### src/rtl/core/ial_pkg.sv
// Package for the indexed array list: sizes, action and status codes,
// and the command and status structs between controller and datapath.
// No dependencies.
package ial_pkg;

  localparam int DEPTH  = 64;
  localparam int VAL_W  = 64;
  localparam int ACT_W  = 3;
  localparam int IDX_W  = 7;
  localparam int ST_W   = 2;
  localparam int ADDR_W = $clog2(DEPTH);
  localparam int CNT_W  = $clog2(DEPTH + 1);
  localparam int CMP_W  = (IDX_W > CNT_W) ? IDX_W : CNT_W;

  localparam logic [ACT_W-1:0] ACT_PUSH     = 3'd0;
  localparam logic [ACT_W-1:0] ACT_INSERT   = 3'd1;
  localparam logic [ACT_W-1:0] ACT_ERASE    = 3'd2;
  localparam logic [ACT_W-1:0] ACT_MODIFY   = 3'd3;
  localparam logic [ACT_W-1:0] ACT_RETRIEVE = 3'd4;
  localparam logic [ACT_W-1:0] ACT_CLEAR    = 3'd5;

  localparam logic [ST_W-1:0] ST_OK    = 2'd0;
  localparam logic [ST_W-1:0] ST_FULL  = 2'd1;
  localparam logic [ST_W-1:0] ST_RANGE = 2'd2;

  typedef struct packed {
    logic cap;
    logic ptr_init;
    logic rd;
    logic wr_shift;
    logic finish;
  } ial_cmd_t;

  typedef struct packed {
    logic ok;
    logic is_insert;
    logic is_erase;
    logic is_retrieve;
    logic shift_done;
    logic out_free;
  } ial_sts_t;

endpackage

### src/rtl/core/ial_ctrl.sv
// Controller state machine of the indexed array list.
// Depends on ial_pkg for the command and status structs.
module ial_ctrl (
  input  logic              clk,
  input  logic              rst_n,
  input  logic              in_valid,
  output logic              in_stall,
  input  ial_pkg::ial_sts_t sts,
  output ial_pkg::ial_cmd_t cmd
);
  import ial_pkg::*;

  typedef enum logic [2:0] {
    S_IDLE,
    S_EXEC,
    S_SH_RD,
    S_SH_WR,
    S_FINISH
  } state_t;

  state_t state_r;
  state_t state_nxt;

  assign in_stall = (state_r != S_IDLE);

  always_comb begin
    cmd       = '0;
    state_nxt = state_r;
    unique case (state_r)
      S_IDLE: begin
        if (in_valid) begin
          cmd.cap   = 1'b1;
          state_nxt = S_EXEC;
        end
      end
      S_EXEC: begin
        cmd.ptr_init = 1'b1;
        if (!sts.ok) begin
          state_nxt = S_FINISH;
        end else if (sts.is_insert || sts.is_erase) begin
          state_nxt = S_SH_RD;
        end else if (sts.is_retrieve) begin
          cmd.rd    = 1'b1;
          state_nxt = S_FINISH;
        end else begin
          state_nxt = S_FINISH;
        end
      end
      S_SH_RD: begin
        if (sts.shift_done) begin
          state_nxt = S_FINISH;
        end else begin
          cmd.rd    = 1'b1;
          state_nxt = S_SH_WR;
        end
      end
      S_SH_WR: begin
        cmd.wr_shift = 1'b1;
        state_nxt    = S_SH_RD;
      end
      S_FINISH: begin
        if (sts.out_free) begin
          cmd.finish = 1'b1;
          state_nxt  = S_IDLE;
        end
      end
      default: begin
        state_nxt = S_IDLE;
      end
    endcase
  end

  always_ff @(posedge clk) begin
    if (!rst_n) begin
      state_r <= S_IDLE;
    end else begin
      state_r <= state_nxt;
    end
  end

`ifndef ASSERT_OFF
  a_one_cmd: assert property (@(posedge clk) disable iff (!rst_n)
    $onehot0({cmd.cap, cmd.rd, cmd.wr_shift, cmd.finish}))
    else $error("controller issued conflicting commands");
  a_wr_after_rd: assert property (@(posedge clk) disable iff (!rst_n)
    cmd.wr_shift |-> $past(cmd.rd))
    else $error("shift write without a preceding read");
`endif

endmodule

### src/rtl/core/ial_dp.sv
// Datapath of the indexed array list: item registers, word store,
// shift pointer, length and the result register.
// Depends on ial_pkg for sizes, codes and the command and status structs.
module ial_dp (
  input  logic                      clk,
  input  logic                      rst_n,
  input  logic [ial_pkg::ACT_W-1:0] in_action,
  input  logic [ial_pkg::IDX_W-1:0] in_index,
  input  logic [ial_pkg::VAL_W-1:0] in_value,
  output logic                      out_valid,
  input  logic                      out_stall,
  output logic [ial_pkg::VAL_W-1:0] out_read_value,
  output logic [ial_pkg::IDX_W-1:0] out_count,
  output logic                      out_is_empty,
  output logic [ial_pkg::ST_W-1:0]  out_status,
  input  ial_pkg::ial_cmd_t         cmd,
  output ial_pkg::ial_sts_t         sts
);
  import ial_pkg::*;

  logic [VAL_W-1:0] mem [DEPTH];

  logic [ACT_W-1:0] act_r;
  logic [IDX_W-1:0] idx_r;
  logic [VAL_W-1:0] val_r;
  logic [CNT_W-1:0] fill_r;
  logic [CNT_W-1:0] fill_nxt;
  logic [CNT_W-1:0] ptr_r;
  logic [CNT_W-1:0] ptr_nxt;
  logic [VAL_W-1:0] rd_data_r;

  logic             out_valid_r;
  logic [VAL_W-1:0] out_read_value_r;
  logic [IDX_W-1:0] out_count_r;
  logic             out_is_empty_r;
  logic [ST_W-1:0]  out_status_r;

  logic [CMP_W-1:0] idx_ext;
  logic [CMP_W-1:0] fill_ext;
  logic [CMP_W-1:0] ptr_ext;
  logic [CMP_W-1:0] fill_nxt_ext;
  logic [ST_W-1:0]  st;
  logic             full;
  logic             wr_en;
  logic [ADDR_W-1:0] wr_addr;
  logic [VAL_W-1:0] wr_data;
  logic [CNT_W-1:0] rd_ptr;
  logic [ADDR_W-1:0] rd_addr;

  assign idx_ext      = CMP_W'(idx_r);
  assign fill_ext     = CMP_W'(fill_r);
  assign ptr_ext      = CMP_W'(ptr_r);
  assign fill_nxt_ext = CMP_W'(fill_nxt);
  assign full         = (fill_ext == CMP_W'(DEPTH));

  always_comb begin
    st = ST_OK;
    unique case (act_r)
      ACT_PUSH: begin
        if (full) st = ST_FULL;
      end
      ACT_INSERT: begin
        if (full) begin
          st = ST_FULL;
        end else if (idx_ext > fill_ext) begin
          st = ST_RANGE;
        end
      end
      ACT_ERASE, ACT_MODIFY, ACT_RETRIEVE: begin
        if (idx_ext >= fill_ext) st = ST_RANGE;
      end
      default: begin
        st = ST_OK;
      end
    endcase
  end

  assign sts.ok          = (st == ST_OK);
  assign sts.is_insert   = (act_r == ACT_INSERT);
  assign sts.is_erase    = (act_r == ACT_ERASE);
  assign sts.is_retrieve = (act_r == ACT_RETRIEVE);
  assign sts.shift_done  = (act_r == ACT_INSERT) ? (ptr_ext == idx_ext)
                                                 : (ptr_ext + CMP_W'(1) >= fill_ext);
  assign sts.out_free    = !out_valid_r || !out_stall;

  always_comb begin
    fill_nxt = fill_r;
    if (st == ST_OK) begin
      case (act_r)
        ACT_PUSH, ACT_INSERT: fill_nxt = fill_r + CNT_W'(1);
        ACT_ERASE:            fill_nxt = fill_r - CNT_W'(1);
        ACT_CLEAR:            fill_nxt = '0;
        default:              fill_nxt = fill_r;
      endcase
    end
  end

  always_comb begin
    if (act_r == ACT_INSERT) begin
      rd_ptr = ptr_r - CNT_W'(1);
    end else if (act_r == ACT_ERASE) begin
      rd_ptr = ptr_r + CNT_W'(1);
    end else begin
      rd_ptr = idx_ext[CNT_W-1:0];
    end
    rd_addr = rd_ptr[ADDR_W-1:0];
  end

  always_comb begin
    ptr_nxt = ptr_r;
    if (cmd.ptr_init) begin
      ptr_nxt = (act_r == ACT_INSERT) ? fill_r : idx_ext[CNT_W-1:0];
    end else if (cmd.wr_shift) begin
      ptr_nxt = (act_r == ACT_INSERT) ? ptr_r - CNT_W'(1) : ptr_r + CNT_W'(1);
    end
  end

  always_comb begin
    wr_en   = 1'b0;
    wr_addr = ptr_r[ADDR_W-1:0];
    wr_data = rd_data_r;
    if (cmd.wr_shift) begin
      wr_en = 1'b1;
    end else if (cmd.finish && (st == ST_OK)) begin
      wr_data = val_r;
      case (act_r)
        ACT_PUSH: begin
          wr_en   = 1'b1;
          wr_addr = fill_r[ADDR_W-1:0];
        end
        ACT_INSERT, ACT_MODIFY: begin
          wr_en   = 1'b1;
          wr_addr = idx_ext[ADDR_W-1:0];
        end
        default: begin
          wr_en = 1'b0;
        end
      endcase
    end
  end

  always_ff @(posedge clk) begin
    if (wr_en) begin
      mem[wr_addr] <= wr_data;
    end
    if (cmd.rd) begin
      rd_data_r <= mem[rd_addr];
    end
  end

  always_ff @(posedge clk) begin
    if (cmd.cap) begin
      act_r <= in_action;
      idx_r <= in_index;
      val_r <= in_value;
    end
    ptr_r <= ptr_nxt;
    if (cmd.finish) begin
      out_read_value_r <= ((act_r == ACT_RETRIEVE) && (st == ST_OK)) ? rd_data_r : '0;
      out_count_r      <= fill_nxt_ext[IDX_W-1:0];
      out_is_empty_r   <= (fill_nxt == '0);
      out_status_r     <= st;
    end
  end

  always_ff @(posedge clk) begin
    if (!rst_n) begin
      fill_r      <= '0;
      out_valid_r <= 1'b0;
    end else begin
      if (cmd.finish) begin
        fill_r      <= fill_nxt;
        out_valid_r <= 1'b1;
      end else if (!out_stall) begin
        out_valid_r <= 1'b0;
      end
    end
  end

  assign out_valid      = out_valid_r;
  assign out_read_value = out_read_value_r;
  assign out_count      = out_count_r;
  assign out_is_empty   = out_is_empty_r;
  assign out_status     = out_status_r;

`ifndef ASSERT_OFF
  a_fill_bound: assert property (@(posedge clk) disable iff (!rst_n)
    fill_ext <= CMP_W'(DEPTH))
    else $error("length exceeds the store depth");
  a_reject_keeps_fill: assert property (@(posedge clk) disable iff (!rst_n)
    (cmd.finish && (st != ST_OK)) |=> $stable(fill_r))
    else $error("rejected operation changed the length");
  a_result_from_finish: assert property (@(posedge clk) disable iff (!rst_n)
    $rose(out_valid_r) |-> $past(cmd.finish))
    else $error("result appeared without a finished operation");
  a_shift_in_range: assert property (@(posedge clk) disable iff (!rst_n)
    cmd.wr_shift |-> (ptr_ext < fill_ext + CMP_W'(1)))
    else $error("shift write beyond the list end");
`endif

endmodule

### src/rtl/core/indexed_array_list.sv
// Top level of the indexed array list: joins controller and datapath.
// Depends on ial_pkg, ial_ctrl and ial_dp.
//
//   chan  dir  handshake            fields
//   in_   in   in_valid/in_stall    in_action, in_index, in_value
//   out_  out  out_valid/out_stall  out_read_value, out_count, out_is_empty, out_status
//
// Push, modify, retrieve, clear and rejected items go from idle through the
// execute and finish states to out_valid; insert and erase pass a read and
// a write state per entry moved (up to DEPTH-1), one read and one write of
// the single-port word store per move, then return to idle for the next item.
// Reset clears the length and the controller; the store itself is not cleared.
// While out_stall holds the result, the block takes one more item and waits
// with it until the result register is free.
module indexed_array_list (
  input  logic                      clk,
  input  logic                      rst_n,
  input  logic                      in_valid,
  output logic                      in_stall,
  input  logic [ial_pkg::ACT_W-1:0] in_action,
  input  logic [ial_pkg::IDX_W-1:0] in_index,
  input  logic [ial_pkg::VAL_W-1:0] in_value,
  output logic                      out_valid,
  input  logic                      out_stall,
  output logic [ial_pkg::VAL_W-1:0] out_read_value,
  output logic [ial_pkg::IDX_W-1:0] out_count,
  output logic                      out_is_empty,
  output logic [ial_pkg::ST_W-1:0]  out_status
);
  import ial_pkg::*;

  ial_cmd_t cmd;
  ial_sts_t sts;

  ial_ctrl u_ctrl (
    .clk      (clk),
    .rst_n    (rst_n),
    .in_valid (in_valid),
    .in_stall (in_stall),
    .sts      (sts),
    .cmd      (cmd)
  );

  ial_dp u_dp (
    .clk            (clk),
    .rst_n          (rst_n),
    .in_action      (in_action),
    .in_index       (in_index),
    .in_value       (in_value),
    .out_valid      (out_valid),
    .out_stall      (out_stall),
    .out_read_value (out_read_value),
    .out_count      (out_count),
    .out_is_empty   (out_is_empty),
    .out_status     (out_status),
    .cmd            (cmd),
    .sts            (sts)
  );

endmodule

### config.mk
export PLATFORM = sky130hd
export DESIGN_NAME = indexed_array_list
export DESIGN_NICKNAME = d
export VERILOG_FILES = /design/src/rtl/core/ial_pkg.sv /design/src/rtl/core/ial_ctrl.sv /design/src/rtl/core/ial_dp.sv /design/src/rtl/core/indexed_array_list.sv
export SDC_FILE = /design/constraint.sdc
export NUM_CORES = 2
export LEC_CHECK = 0
export BUFFER_PORTS_ARGS = -buffer_cell sky130_fd_sc_hd__buf_2
export CELL_PAD_IN_SITES_DETAIL_PLACEMENT = 0
export CELL_PAD_IN_SITES_GLOBAL_PLACEMENT = 1
export CORE_ASPECT_RATIO = 1.75
export CORE_MARGIN = 2
export CORE_UTILIZATION = 25
export CTS_BUF_LIST = sky130_fd_sc_hd__clkbuf_4 sky130_fd_sc_hd__clkbuf_8 sky130_fd_sc_hd__clkbuf_16
export DETAILED_ROUTE_END_ITERATION = 16
export PLACE_DENSITY_LB_ADDON = 0.05
export SLEW_MARGIN = 20
export SYNTH_ARGS = -nofsm -noshare
export SYNTH_HDL_FRONTEND = slang
export SYNTH_SLANG_ARGS = --single-unit
### constraint.sdc
create_clock -name clk -period 7.85 [get_ports clk]
set_input_delay 0.785 -clock clk [delete_from_list [all_inputs] [get_ports clk]]
set_output_delay 0.785 -clock clk [all_outputs]
set_load 0.02 [all_outputs]
Yosys cells after proc, flatten, opt, wreduce, memory -nomap -nowiden
Memories as Yosys holds them, arrays and structs flattened. A register that Yosys moved wholly into a read port is not among the register bits.
Cells that the tools add are included.
{ "word_totals": {"regBits": 166, "ram_bits": 4096, "input_bits": 78, "memories": 1} }
{ "classes": {"addsub": 4, "magnitude_cmp": 3, "eq_ne": 14, "mux": 43, "n_reduce_logical": 17} }
{ "memory_table": {"columns": ["name", "depth", "word_bits", "read_ports", "rd_ports_with_merged_regs", "write_ports", "line_no", "rtl"], "rows": [
  ["u_dp.mem", 64, 64, 1, 1, 1, "ial_dp.sv:21", "logic [VAL_W-1:0] mem [DEPTH];"]
]} }
{ "ops": {"columns": ["op", "n"], "rows": [
  ["64-bit two-way mux", 2],
  ["7-bit two-way mux", 5],
  ["6-bit two-way mux", 4],
  ["7-bit one-hot mux with 3 select lines", 1],
  ["1-bit two-way mux", 19],
  ["3-bit two-way mux", 5],
  ["3-bit one-hot mux with 5 select lines", 1],
  ["7-bit by 1-bit adder with 7-bit output (second input constant)", 2],
  ["7-bit greater-or-equal comparator", 2],
  ["7-bit by 1-bit subtractor with 7-bit output (second input constant)", 2],
  ["3-bit by 2-bit equality test with 1-bit output (second input constant)", 4],
  ["6-bit one-hot mux with 2 select lines", 1],
  ["3-bit equality test (second input constant)", 3],
  ["7-bit equality test", 1],
  ["7-bit equality test (second input constant)", 1],
  ["7-bit > comparator", 1],
  ["7-bit zero test", 1],
  ["3-bit by 1-bit equality test with 1-bit output (second input constant)", 2],
  ["3-bit zero test", 2],
  ["2-bit two-way mux", 3],
  ["2-bit one-hot mux with 3 select lines", 1],
  ["3-bit OR reduction", 2],
  ["2-bit inequality test (second input constant)", 2],
  ["2-bit OR reduction", 2],
  ["9 further kinds", 12]
]} }

Longest topological paths before layout
{ "depth": {"ltp_word": 10, "ltp_mapped": 15, "ltp_nobuf": 11} }

Cells and area by module
From an unflattened synthesis, not the netlist that was laid out.
{ "unflattened": {"cells_unflattened": 12142, "area_unflattened_um2": 170085.6} }
{ "by_module_without_submodules": {"columns": ["module", "n_inst", "cells_each", "area_each_um2", "seq_area_each_um2"], "rows": [
  ["ial_dp", 1, 12113, 169864.2, 129734.4],
  ["ial_ctrl", 1, 29, 221.5, 60.1]
]} }

Worst setup path after synthesis
OpenSTA, ideal clock, no wires.
{ "synth_path": {"path_kind": "register to register", "from": "register u_dp.fill_r[6] (netlist: u_dp.fill_ext[6])", "to": "memory u_dp.mem[63][0], enable pin", "setup_time_ns": 0.487, "arrival_time_ns": 5.346, "required_ns": 7.363, "path_slack_ns": 2.017, "path_stages_with_launch": 11, "path_cell_list": "dfxtp_1 -> inv_1 -> ha_1 -> nand4_1 -> o21ai_0 -> nor2b_1 -> o21ai_0 -> a21oi_1 -> nand2_1 -> o32a_1 -> nor2_1"} }
{ "synth_via": {"elab_chain_len": 10} }
{ "synth_rtl": {"columns": ["item", "line_no", "rtl"], "rows": [
  ["start: declaration", "ial_dp.sv:26", "logic [CNT_W-1:0] fill_r;"],
  ["start signal: assignment", "ial_dp.sv:172", "fill_r <= fill_nxt;"],
  ["7-bit > comparator", "ial_dp.sv:65", "end else if (idx_ext > fill_ext) begin"],
  ["2-bit two-way mux", "ial_dp.sv:65", null],
  ["2-bit two-way mux", "ial_dp.sv:63", "if (full) begin"],
  ["2-bit one-hot mux with 3 select lines (*)", "ial_dp.sv:58", "unique case (act_r)"],
  ["2-bit zero test (*)", "ial_dp.sv:124", "end else if (cmd.finish && (st == ST_OK)) begin"],
  ["1-bit logical AND (*)", "ial_dp.sv:124", null],
  ["1-bit two-way mux", "ial_dp.sv:124", null],
  ["1-bit two-way mux", "ial_dp.sv:122", "if (cmd.wr_shift) begin"],
  ["1-bit two-way mux", "ial_dp.sv:143", "if (wr_en) begin"],
  ["1-bit two-way mux (not written as such)", "ial_dp.sv:144", "mem[wr_addr] <= wr_data;"],
  ["end: declaration", "ial_dp.sv:21", null]
]} }
Mark *: on every way between the ends. The rest lies on a longest branch, timed or not.

Worst setup path after layout
{ "layout_path": {"from": "register u_dp.fill_r[6] (netlist: u_dp.fill_ext[6])", "to": "memory u_dp.mem[55][47], enable pin"} }
Same word-level chain as after synthesis.

==> results.py <==
metrics = {
    "run_status": {
        "status": "finished clean",
    },
    "clock_network": {
        "clockBufferDepth": 5,
        "clkLatencyLatePin_ns": 1.07,
        "cts_buffers": 469,
        "clkSinkCount": 4326,
        "postCtsSetupBuffers": 0,
        "clk_pin_slew_ns": 0.07,
        "htree_levels": 5,
        "clock-root-buffer": "clkbuf_16",
        "cts_tree": "built",
    },
    "global_route": {
        "gr-total-overflow": 0,
        "grt_start_max_net_pins": 159,
        "grt_antenna_before_repair": 53,
        "grtUsageTotal_pct": 20.9,
        "grt_pass1_wl_um": 982000,
        "grt_pass1_vias": 106000,
    },
    "min_path": {
        "hp-class": "primary input to register",
        "min-delay-start": "rst_n",
    },
    "timing": {
        "rsz0062_at_grt": "no",
        "timing.final.crit_period_ns": 5.76,
        "finalSetupViolCount": 0,
        "slew_violations": 0,
        "final_hold_viol_count": 0,
        "tightest_slew_ns": 1.12,
        "max_freq_mhz": 174,
        "fin_crit_sh_pct": 73.4,
        "finalClockSkew_ns": 0.0657,
        "fin_tns_setup_ns": 0,
        "max_slew_margin_pct": 25.3,
        "fin_ws_ns": 2.09,
    },
    "logic_synthesis": {
        "synth_top_family_by_area": "simple AND/OR/NAND/NOR gates",
        "syn_nets": 11800,
        "synth_compound_area_share_pct": 5.61,
        "synthAdderAreaFrac_pct": 0.167,
        "synth_xor_area_share_pct": 0.114,
        "synth_cell_types": 82,
        "yosysSeqAreaShare_pct": 76.5,
        "syn_inst": 11700,
        "async_flop_share_pct": 0,
        "synthesis.area_mm2": 0.170,
        "synth_ff_type": "edfxtp_1",
        "yosysTopAreaCellShare_pct": 76.4,
        "ys_ff_latch": 4326,
        "synth_edf_count": 4315,
        "synth_area_leader_cell": "edfxtp_1",
        "avgSynthCellArea_um2": 14.5,
        "synthTopCellsByArea": "edfxtp_1 (76%), nand2_1 (6.4%), nand3_1 (4.1%)",
        "synth_simple_gate_area_share_pct": 12.3,
        "synth.mux.area_fraction_pct": 3.16,
        "ys_warn_count": 0,
    },
    "floorplan": {
        "core_region_area_mm2": 0.677,
        "fp-row-count": 400,
        "boundaryPins": 154,
        "die_x_um": 627,
        "die_y_um": 1090,
        "dieArea_mm2": 0.685,
        "initial_core_util_pct": 25.1,
    },
    "worst_setup_path": {
        "r2r_start": "u_dp.fill_ext[6]",
        "worst_ep_arrival_time_ns": 6.45,
        "critPathCapture": "u_dp.mem[55][47]",
        "cp-startpoint": "u_dp.fill_ext[6]",
        "ff2ff_path_depth": 11,
        "r2r-end": "u_dp.mem[55][47]",
        "cp_max_fo": 33,
        "endpoint_kind": "register",
        "worstPathRequired_ns": 8.54,
        "r2r_slack_ns": 2.09,
        "cp-start-kind": "register",
        "crit_type": "register to register",
    },
    "drt": {
        "wirelength_um": 732000,
        "routedWlPerCell_um": 34.1,
        "postRouteAntennaNets": 0,
        "drt_iter0_markers": 9392,
        "post_drt_via_cell_ratio": 4.89,
        "remaining_drc_errors": 0,
        "num_vias": 105000,
        "firstDrtPassIters": 10,
    },
    "final_layout": {
        "nets": 12100,
        "drive_gt1_share_pct": 13.5,
        "mostFrequentLayoutCells": "edfxtp_1 (4,315), nand2_1 (2,896), nand3_1 (1,391)",
        "final_common_cell": "edfxtp_1",
        "area_growth_pct": 17.8,
        "utilization_pct": 29.5,
    },
    "placed_design": {
        "place_ws_ns": 1.96,
        "io_buffers": 153,
        "dp_hpwl_um": 415000,
        "place.gp.congestion": 0.768,
    },
    "run": {
        "drv_cap": 0,
    },
    "power_and_ir_drop": {
        "p_leak_uw": 0.0658,
        "fin_total_pwr_uw": 53300,
        "vdd_ir_drop_max_mv": 0.182,
        "p_per_area_mw_per_mm2": 267,
    },
}
[kinds of logic (layout without fill, tap and decap cells)]
family	Yosys count	after routing
flops	4326	4326
fa+ha+maj	22	22
simple gates	4817	4817
mux	502	502
compound gates	1192	1192
xor+xnor	22	22
buf+inv	804	1502
other cells	0	8
[final cells by class]
type                    instances  area [um^2]
fillers                     67700       477000
flip-flops and latches       4326       130000
repair buffers                646         6530
clock inverters               249         2320
diodes                          8         20.0
multi-input cells            6555        37200
inverters                      23         93.8
clock buffers                 584        12700
well taps                    9045        11300
[through the flow]
stage	hold slack (ns)	std cells	instance area, um^2
6_report	0.118	21400	200000
5_1_grt	0.0958	21400	200000
4_1_cts	0.0276	21400	200000
3_5_place_dp	0.551	20500	184000
3_3_place_gp	0.546	20500	184000
2_1_floorplan	0.499	11700	170000
[repair_timing]
| action | CTS | global route |
|---|---|---|
| hold buffers | 74 | 0 |
| gates resized for setup | 0 | 0 |
| endpoints found under the hold margin | 74 | 0 |
[critical path, cell delays in order, from the launching register on]
cell,delay [ns]
dfxtp_1,0.47
inv_1,0.20
ha_1,0.39
nand4_1,0.20
o21ai_0,0.32
nor2b_1,0.30
o21ai_0,0.20
a21oi_1,0.70
nand2_1,0.42
o32a_1,0.81
nor2_4,0.84
buf_12,0.39
[registers in the layout (all words and copies together) (netlist names)]
register and cells:
u_dp.out_is_empty 1, u_dp.ptr_ext 7, u_dp.out_read_value 64, u_dp.out_count 7, u_dp.act_r 3, u_dp.out_valid 1
u_ctrl.state_r 3, u_dp.idx_ext 7, u_dp.rd_data_r 64, u_dp.fill_ext 7, u_dp.out_status 2, u_dp.val_r 64
u_dp.mem 4096
[worst min-delay path by stage]
stage	slack (ns)	depth (start not counted)	to
after floorplan	0.50	2	u_ctrl.state_r[1]
after global placement	0.55	2	u_ctrl.state_r[1]
after detailed placement	0.55	2	u_ctrl.state_r[1]
after CTS	0.03	2	u_ctrl.state_r[2]
after global routing	0.1	2	u_ctrl.state_r[2]
final	0.12	2	u_ctrl.state_r[2]
[routing by layer]
metal / vias to the layer above / routed length [um] / global-route usage (%)
met5: - / 0 / 0
met4: 0 / 22200 / 6.08
met3: 766 / 24700 / 1.99
met2: 2674 / 389000 / 38.9
met1: 56200 / 296000 / 25.4
li1: 45100 / - / -
[cell usage after synthesis, types with 117 or more instances]
master / n
a32o_1: 159
and3_1: 205
o211ai_1: 181
buf_2: 299
edfxtp_1: 4315
a311oi_1: 130
mux2i_1: 256
nand3_1: 1393
clkbuf_1: 385
a222oi_1: 179
a31oi_1: 117
mux2_2: 242
nand2_1: 2899
[power by group]
| part | total [uW] | switching, uW | internal, uW |
|---|---|---|---|
| clock | 22300 | 9570 | 12800 |
| combinational | 5560 | 4040 | 1520 |
| sequential | 25400 | 56.0 | 25300 |
Power figures use the tool's default switching activity.
